[src/hdl/ctafc_pkg.sv]
// Package for the crystal-tune AFC loop: register indexes, field widths,
// configuration and result structs shared by the datapath and the top level.
// No dependencies.
`timescale 1ns / 1ps

package ctafc_pkg;

	localparam int unsigned CfgIdxW   = 3;
	localparam int unsigned CfgDataW  = 11;
	localparam int unsigned FifoW     = 11;
	localparam int unsigned CountW    = 4;
	localparam int unsigned InDataW   = 48;
	localparam int unsigned OutDataW  = 16;

	// Event count value that requests a forced phase unlock.
	localparam logic [CountW-1:0] UnlockMark = 4'd10;

	typedef enum logic [CfgIdxW-1:0] {
		REG_JUMP_LIMIT      = 3'd0,
		REG_COARSE_LIMIT    = 3'd1,
		REG_FIFO_FULL_LEVEL = 3'd2,
		REG_FIFO_HIGH_LEVEL = 3'd3,
		REG_FIFO_LOW_LEVEL  = 3'd4,
		REG_FINE_PERIOD     = 3'd5
	} reg_idx_t;

	typedef struct packed {
		logic [7:0]        jump_limit;
		logic [7:0]        coarse_limit;
		logic [FifoW-1:0]  fifo_full_level;
		logic [FifoW-1:0]  fifo_high_level;
		logic [FifoW-1:0]  fifo_low_level;
		logic [CountW-1:0] fine_period;
	} cfg_t;

	typedef struct packed {
		logic        irq_seen;
		logic [31:0] status_word;
		logic [7:0]  tune_in;
	} event_t;

	typedef struct packed {
		logic [7:0] tune_out;
		logic       write_tune;
		logic       force_unlock;
	} result_t;

	typedef struct packed {
		logic signed [7:0] last_offset;
		logic [CountW-1:0] event_count;
	} loop_state_t;

endpackage

[src/hdl/ctafc_calc.sv]
// Combinational datapath of the crystal-tune AFC loop: decodes one event,
// computes the new tune byte and the next loop state. Uses ctafc_pkg.
`timescale 1ns / 1ps

module ctafc_calc (
	input  ctafc_pkg::cfg_t        cfg,
	input  ctafc_pkg::event_t      evt,
	input  ctafc_pkg::loop_state_t state_cur,
	output ctafc_pkg::loop_state_t state_nxt,
	output ctafc_pkg::result_t     result
);
	import ctafc_pkg::*;

	logic signed [15:0] raw_ext;
	logic signed [15:0] raw_bias;
	logic signed [7:0]  offset;
	logic signed [8:0]  diff;
	logic [8:0]         diff_abs;
	logic               suppress;
	logic signed [7:0]  eff;
	logic [8:0]         eff_abs;
	logic signed [9:0]  eff3;
	logic signed [9:0]  coarse_corr;
	logic signed [9:0]  corr;
	logic signed [9:0]  cap;
	logic [6:0]         cap_clamped;
	logic [FifoW-1:0]   fifo;
	logic [CountW-1:0]  cnt_mid;
	logic               unlock;

	always_comb begin
		// Offset in ppm: signed 15-bit raw value divided by 128 toward zero.
		raw_ext  = {evt.status_word[14], evt.status_word[14:0]};
		raw_bias = raw_ext + (evt.status_word[14] ? 16'sd127 : 16'sd0);
		offset   = raw_bias[14:7];
		fifo     = evt.status_word[29:19];

		diff     = {offset[7], offset} - {state_cur.last_offset[7], state_cur.last_offset};
		diff_abs = diff[8] ? 9'(-diff) : 9'(diff);
		suppress = diff_abs >= {1'b0, cfg.jump_limit};
		eff      = suppress ? 8'sd0 : offset;
		eff_abs  = eff[7] ? 9'(-{eff[7], eff}) : {1'b0, eff};

		// Coarse step is offset * 3 / 2, truncated toward zero.
		eff3        = {{2{eff[7]}}, eff} + {eff[7], eff, 1'b0};
		coarse_corr = (eff3 + (eff3[9] ? 10'sd1 : 10'sd0)) >>> 1;

		if (eff_abs >= {1'b0, cfg.coarse_limit}) begin
			corr    = coarse_corr;
			cnt_mid = UnlockMark;
		end else if (fifo >= cfg.fifo_full_level) begin
			corr    = 10'sd0;
			cnt_mid = UnlockMark;
		end else if (state_cur.event_count == cfg.fine_period) begin
			if (fifo > cfg.fifo_high_level) begin
				corr = 10'sd1;
			end else if (fifo < cfg.fifo_low_level && (eff[7] || eff == 8'sd0)) begin
				corr = -10'sd1;
			end else begin
				corr = 10'sd0;
			end
			cnt_mid = CountW'(1);
		end else begin
			corr    = 10'sd0;
			cnt_mid = state_cur.event_count + CountW'(1);
		end

		cap = $signed({3'b000, evt.tune_in[6:0]}) - corr;
		if (cap[9]) begin
			cap_clamped = 7'd0;
		end else if (cap > 10'sd127) begin
			cap_clamped = 7'd127;
		end else begin
			cap_clamped = cap[6:0];
		end

		unlock = (cnt_mid == UnlockMark);

		if (evt.irq_seen) begin
			state_nxt.last_offset = offset;
			state_nxt.event_count = unlock ? CountW'(1) : cnt_mid;
			result.tune_out       = {evt.tune_in[7], cap_clamped};
			result.write_tune     = 1'b1;
			result.force_unlock   = unlock;
		end else begin
			// No interrupt: only the event counter is rearmed.
			state_nxt.last_offset = state_cur.last_offset;
			state_nxt.event_count = CountW'(1);
			result.tune_out       = evt.tune_in;
			result.write_tune     = 1'b0;
			result.force_unlock   = 1'b0;
		end
	end

endmodule

[src/hdl/crystal_tune_afc_loop.sv]
// Top level of the crystal-tune automatic frequency control loop.
// Depends on ctafc_pkg and ctafc_calc.
`timescale 1ns / 1ps

// Usage:
// One tracking event enters per transaction on the s_ channel. Each event
// yields exactly one result transaction on the m_ channel, carrying the new
// tune byte, a write-back flag and a forced phase unlock request.
// Events go into an input register; the decode, jump filter, correction and
// clamp are computed combinationally from that register and the loop state
// and land in the result register. An accepted event passes through the
// input register and then the result register before its result
// transaction can complete. One event is taken in every cycle while results
// are drained. The loop state (last offset, event counter) is updated when an
// event moves from the input register to the result register, so the next
// event sees it at once.
// When the receiver holds m_tready low, the result register keeps its value,
// the input register fills, and then s_tready drops until space frees up.
// The configuration channel is always ready and writes one register per
// transaction; indexes above five are ignored. It is meant to be used only
// while no event is in flight. Reset clears both registers' valid flags, the
// loop state and restores the register defaults.

module crystal_tune_afc_loop (
	input  logic                                clk,
	input  logic                                arst_n,
	input  logic                                s_tvalid,
	output logic                                s_tready,
	// s_tdata, from bit 0: irq_seen[0], status_word[32:1], tune_in[40:33], zero[47:41]
	input  logic [ctafc_pkg::InDataW-1:0]       s_tdata,
	output logic                                m_tvalid,
	input  logic                                m_tready,
	// m_tdata, from bit 0: tune_out[7:0], write_tune[8], force_unlock[9], zero[15:10]
	output logic [ctafc_pkg::OutDataW-1:0]      m_tdata,
	input  logic                                cfg_valid,
	output logic                                cfg_ready,
	input  logic [ctafc_pkg::CfgIdxW-1:0]       cfg_index,
	input  logic [ctafc_pkg::CfgDataW-1:0]      cfg_data
);
	import ctafc_pkg::*;

	cfg_t        cfg_q;
	event_t      evt_s1;
	logic        valid_s1;
	result_t     res_s2;
	logic        valid_s2;
	loop_state_t state_q;
	loop_state_t state_nxt;
	result_t     res_nxt;
	logic        advance;

	assign advance   = valid_s1 && (!valid_s2 || m_tready);
	assign s_tready  = !valid_s1 || advance;
	assign cfg_ready = 1'b1;

	// Register file: values wider than a register are cut to its width.
	always_ff @(posedge clk or negedge arst_n) begin
		if (!arst_n) begin
			cfg_q.jump_limit      <= 8'd2;
			cfg_q.coarse_limit    <= 8'd8;
			cfg_q.fifo_full_level <= FifoW'(28);
			cfg_q.fifo_high_level <= FifoW'(20);
			cfg_q.fifo_low_level  <= FifoW'(12);
			cfg_q.fine_period     <= CountW'(4);
		end else if (cfg_valid && cfg_ready) begin
			case (cfg_index)
				REG_JUMP_LIMIT:      cfg_q.jump_limit      <= cfg_data[7:0];
				REG_COARSE_LIMIT:    cfg_q.coarse_limit    <= cfg_data[7:0];
				REG_FIFO_FULL_LEVEL: cfg_q.fifo_full_level <= cfg_data[FifoW-1:0];
				REG_FIFO_HIGH_LEVEL: cfg_q.fifo_high_level <= cfg_data[FifoW-1:0];
				REG_FIFO_LOW_LEVEL:  cfg_q.fifo_low_level  <= cfg_data[FifoW-1:0];
				REG_FINE_PERIOD:     cfg_q.fine_period     <= cfg_data[CountW-1:0];
				default: begin
				end
			endcase
		end
	end

	// Input register.
	always_ff @(posedge clk or negedge arst_n) begin
		if (!arst_n) begin
			valid_s1 <= 1'b0;
		end else if (s_tready) begin
			valid_s1 <= s_tvalid;
		end
	end

	always_ff @(posedge clk) begin
		if (s_tvalid && s_tready) begin
			evt_s1.irq_seen    <= s_tdata[0];
			evt_s1.status_word <= s_tdata[32:1];
			evt_s1.tune_in     <= s_tdata[40:33];
		end
	end

	ctafc_calc u_calc (
		.cfg       (cfg_q),
		.evt       (evt_s1),
		.state_cur (state_q),
		.state_nxt (state_nxt),
		.result    (res_nxt)
	);

	// Loop state follows each event as it leaves the input register.
	always_ff @(posedge clk or negedge arst_n) begin
		if (!arst_n) begin
			state_q.last_offset <= 8'sd0;
			state_q.event_count <= '0;
		end else if (advance) begin
			state_q <= state_nxt;
		end
	end

	// Result register.
	always_ff @(posedge clk or negedge arst_n) begin
		if (!arst_n) begin
			valid_s2 <= 1'b0;
		end else if (advance) begin
			valid_s2 <= 1'b1;
		end else if (m_tready) begin
			valid_s2 <= 1'b0;
		end
	end

	always_ff @(posedge clk) begin
		if (advance) begin
			res_s2 <= res_nxt;
		end
	end

	assign m_tvalid = valid_s2;
	assign m_tdata  = {6'b000000, res_s2.force_unlock, res_s2.write_tune, res_s2.tune_out};

endmodule

[config.mk]
export PLATFORM = sky130hd
export DESIGN_NAME = crystal_tune_afc_loop
export DESIGN_NICKNAME = d
export VERILOG_FILES = /design/src/hdl/ctafc_pkg.sv /design/src/hdl/ctafc_calc.sv /design/src/hdl/crystal_tune_afc_loop.sv
export SDC_FILE = /design/constraint.sdc
export NUM_CORES = 1
export LEC_CHECK = 0
export BUFFER_PORTS_ARGS = -buffer_cell sky130_fd_sc_hd__clkbuf_2
export CELL_PAD_IN_SITES_DETAIL_PLACEMENT = 1
export CELL_PAD_IN_SITES_GLOBAL_PLACEMENT = 1
export CORE_MARGIN = 3
export CORE_UTILIZATION = 46
export DETAILED_ROUTE_END_ITERATION = 16
export PLACE_DENSITY_LB_ADDON = 0.08
export SETUP_SLACK_MARGIN = 0.1
export SLEW_MARGIN = 0
export SYNTH_ARGS = -nofsm -noshare
export SYNTH_HDL_FRONTEND = slang
export SYNTH_SLANG_ARGS = --single-unit
[constraint.sdc]
create_clock -name clk -period 10 [get_ports clk]
set_input_delay 2.5 -clock clk [delete_from_list [all_inputs] [get_ports clk]]
set_output_delay 2.5 -clock clk [all_outputs]
set_load 0.005 [all_outputs]
* After elaboration in Yosys (flattened, before gate mapping)
Index checks and enable logic that the tools add are counted.
** Word-level totals
- Logic and storage cells :: 75
- Output and inout port bits :: 19
- Register bits after elaboration :: 116
** Operators by class
- Muxes and demuxes :: 20
- Magnitude comparators :: 6
- Reductions and logical operators :: 18
- Eq/ne operators :: 7
- Add/sub/neg operators :: 8
** Operator list (count)
- $mux 10 :: 5
- $mux 9 :: 3
- $mux 7 :: 3
- $mux 4 :: 5
- $ge 9x8->1 :: 2
- $neg 9->9 :: 2
- $add 15x8->15 :: 1
- $reduce_and 2->1 :: 7
- $ge 11x11->1 :: 1
- $gt 11x11->1 :: 1
- $lt 11x11->1 :: 1
- $add 10x10->10 :: 1
- $add 8x9->10 :: 1
- $gt 10x8->1 const B :: 1
- $sub 8x10->10 :: 1
- $sub 8x8->9 :: 1
- $logic_not 8->1 :: 1
- $mux 8 :: 1
- $eq 3x2->1 const B :: 2
- $eq 3x3->1 const B :: 2
- $add 4x1->4 const B :: 1
- $eq 4x4->1 :: 1
- $eq 4x4->1 const B :: 1
- $eq 3x1->1 const B :: 1
- other kinds (6) :: 13

* Depth between registers and ports, before layout
- Word-level depth :: 20
- Gate-level depth with buffers :: 48
- Mapped depth without buffers :: 46

* By module
From an unflattened synthesis, not the netlist that was laid out.
** Unflattened totals
- Cells, all modules :: 741
- Area total of the unflattened synthesis :: 7995.2 um2
** By module, submodules not included
- crystal_tune_afc_loop :: area an instance 4161.5 um2, cells an instance 211, instances 1
- ctafc_calc :: area an instance 3833.7 um2, cells an instance 530, instances 1

* Least setup slack after synthesis
Ideal clock, no wire load.
- Path type :: register to register
- Start :: register evt_s1[22] (netlist name)
- End :: register res_s2 (netlist bit m_tdata[2]), data pin
- Stages on the path, launching flop included :: 46
- Data required time :: 9722 ps
- Arrival time :: 8514 ps
- Library setup time :: 278 ps
- Setup slack :: 1208 ps
- Cell sequence :: edfxtp_1 ha_1 o2111ai_1 a21oi_2 nor2_1 xor2_1 ha_1 fa_1 nand2b_1 a21oi_1 nand2_1 a21o_1 a21boi_0 inv_1 nand2_1 xor2_1 ha_1 a21o_1 (+10 left out) a211oi_1 ha_1 a21o_1 a21o_1 a211oi_1 or3_1 o311a_1 nand2b_1 o21ai_0 ha_1 nor2b_1 o21ai_0 a21boi_0 o211ai_1 a21boi_0 or4_1 a32oi_2 a311oi_1
** RTL lines
- start: declaration :: RTL line crystal_tune_afc_loop.sv:43 : event_t evt_s1;
- end signal: assignment :: RTL line crystal_tune_afc_loop.sv:127 : res_s2 <= res_nxt;
- end: declaration :: RTL line crystal_tune_afc_loop.sv:45 : result_t res_s2;

==> results.md <==
- Share of cells above drive strength 1: 19.6%
- First-pass GRT wire length: 30,400 µm
- 1st-iter DRT viols: 223
- Number of top-level pins: 86
- Largest family of logic cells by synthesized area: compound AO/OA/AOI/OAI gates
- Clock Skews: 0.0129 ns
- Warning count from the yosys run: 0
- RSZ-0062 raised after global routing: no
- Synth Area in Adders: 15.5%
- Dpl cells: 1,017
- Setup TNS: 0 ns
- Initial core utilization: 47.6%
- Chip Width: 132 µm
- Mean post-synth cell area: 9.84 µm²
- CTS tree: built
- CTS root buf: clkbuf_16
- Vias in the first global route: 6,193
- Largest net degree at the start of global routing: 68
- CP max stage cell: fa_1
- Arrival time worst endpoint: 9.44 ns
- Top FF cell, synth: dfrtp_1
- Crit path required time: 10.06 ns
- PD cells: 318 nW/µm²
- Hold Worst Slack: 0.433 ns
- Leakage: 0.00372 µW
- Most common cell on crit path: ha_1
- Count of final max-slew check failures: 0
- Max Cap Viol: 0
- DIE AREA: 17,500 µm²
- Max VDD drop: 0.145 mV
- Hold Crit Class: reg -> reg
- 1st-pass router iterations: 4
- CTS Hold Buffers Added: 0
- Worst Setup Start Kind: register
- Chip height: 132 µm
- Simple-Gate Fraction of Synth Area: 13.8%
- Setup CP Type: reg -> reg
- Slew margin rel.: 17.2%
- Syn Std Cell Area: 7340 µm²
- Outcome: finished, final reports clean
- DR WL/cell: 17.4 µm
- Critical Path Fanout Max: 9
- Post-synth cell types: 62
- Final period utilization: 93.8%
- Via density: 5.49
- Mapped Cells: 746
- Seq/Total Area, Yosys: 41.4%
- Ant diodes: 0
- Critical Path End Type: register
- Antenna-violating nets left: 0
- DP Area: 7920 µm²
- Final wirelength: 18,000 µm
- Total power: 2670 µW
- Fin. Hold Viols: 0
- Clk sink count: 112
- Mux contribution to synthesized area: 3.05%
- Final Instance Count excl. Fillers: 1,036
- Slew @ Worst Pin: 1.24 ns
- Design Area, Final: 8410 µm²
- FF+latch count, synth: 112
- Fmax: 107 MHz
- DP HPWL: 13,900 µm
- GRT overflow: 0
- Async S/R FF share, synth: 59.8%
- XOR/XNOR Fraction of Synth Area: 5.01%
- Initial antenna violation count: 0
- GRT Overall Usage: 21.2%
- TritonCTS Buffers: 9
- Final setup viols: 0
- Commonest non-fill, non-tap cell in the layout: ha_1
- Worst stage delay on the critical path: 0.41 ns
- Min Clock Period, post-route: 9.38 ns
- Row count: 45
- Clock latency on the worst-skew pair: 0.36 ns
- Post-synth EDFFs: 45
- Clk buf depth: 2
- Clock edge transition at the registers on the reported setup and hold paths: 0.07 ns
- Post-synthesis compound-gate area fraction: 15.5%
- Drc violations: 0
- Area delta synth->final: 14.6%
- Fin nets: 976
- Core area: 15,400 µm²
- H-tree Lvls: 3
- Via count: 5,688
- Buffers on Ports: 65
- RePlAce Congestion: 0.858
- Commonest non-fill, non-tap cells in the layout: ha_1 (81), inv_1 (77), o21ai_0 (68), nand2_1 (66), clkbuf_2 (65)
-- sequential cells by signal (all words and copies together), names as in the netlist --
signal    count
cfg_q        53
evt_s1       35
state_q      12
m_tdata      10
m_tvalid      1
valid_s1      1
-- timing repair --
action                                  CTS  global route
endpoints found under the hold margin     0             0
pin swaps                                 0             6
gates cloned                              0             0
resized for setup                         3            31
endpoints found under the setup margin    7             7
buffers inserted                          0             3
-- layout make-up --
class	count	area [µm²]
fillers	1775	7020
multi-input cells	539	4090
flip-flops and latches	112	3040
repair buffers	79	430
inverters	79	297
well taps	211	264
clock buffers	12	258
clock inverters	4	33.8
-- stage by stage --
step,setup slack [ns],util (%)
5_1_grt,0.0360,54.5
4_1_cts,0.126,53.3
3_5_place_dp,-0.000554,51.3
3_3_place_gp,0.382,51.3
6_report,0.623,54.5
2_1_floorplan,1.21,-
-- cell usage after synthesis (5+ instances only) --
cell	count	area [µm²]
inv_1	79	297
nand3_1	11	55.1
dfrtp_1	57	1430
nand4_1	7	43.8
nor2b_1	13	81.3
xor2_1	17	149
a211oi_1	8	60.1
a21oi_1	23	115
dfstp_2	10	263
edfxtp_1	45	1350
buf_4	7	52.6
o21ai_0	71	355
clkbuf_1	13	48.8
ha_1	86	1080
a311oi_1	8	70.1
nor4_1	5	31.3
nand2_1	66	248
o21a_1	9	67.6
nor2_1	54	203
xnor2_1	25	219
nor3_1	6	30.0
a31oi_1	7	43.8
o2111ai_1	6	52.6
nor3b_1	5	37.5
nand2b_1	22	138
mux2_2	19	214
a21o_1	9	67.6
-- report_power, final --
group	internal, µW	switching (µW)	total (µW)	leakage (µW)
Clock	188	177	365	0.000139
Sequential	587	44.2	631	0.00123
Combinational	714	964	1680	0.00235
Total	1490	1180	2670	0.00372
-- critical path, delay by kind of cell (launching register included) --
family | cells | cell delay (ns)
XOR/XNOR | 2 | 0.35
buffers and inverters | 5 | 0.79
AND/OR/NAND/NOR | 10 | 1.41
AO/OA/AOI/OAI | 23 | 3.76
adder cells (fa/ha/maj) | 8 | 2.41
flip-flops | 1 | 0.36
-- path summary, 6_finish.rpt --
kind | start | slack (ns) | cells past startpoint | to
max in group asynchronous | arst_n | 7.05 | 2 | state_q[6]
worst min-delay path | evt_s1[7] | 0.43 | 0 | m_tdata[7]
min in group asynchronous | arst_n | 2.31 | 2 | cfg_q[4]
worst min register to register | evt_s1[7] | 0.43 | 0 | m_tdata[7]
worst max-delay path | evt_s1[22] | 0.62 | 48 | m_tdata[3]
worst max register to register | evt_s1[22] | 0.62 | 48 | m_tdata[3]
-- logic make-up (layout without fill, tap and decap cells) --
group	after synthesis	in the layout
simple gates	207	207
xor+xnor	42	42
compound gates	174	174
fa+ha+maj	89	89
flops	112	112
buf+inv	100	174
other cells	2	7
mux	20	20
-- routing by layer --
layer,track usage [%],vias to the layer above,wire [µm]
li1,-,2769,-
met1,28.8,2821,8680
met2,36.4,77,8730
met3,2.40,21,369
met4,5.60,0,248
met5,0,-,0
(Power assumes the default switching activity.)
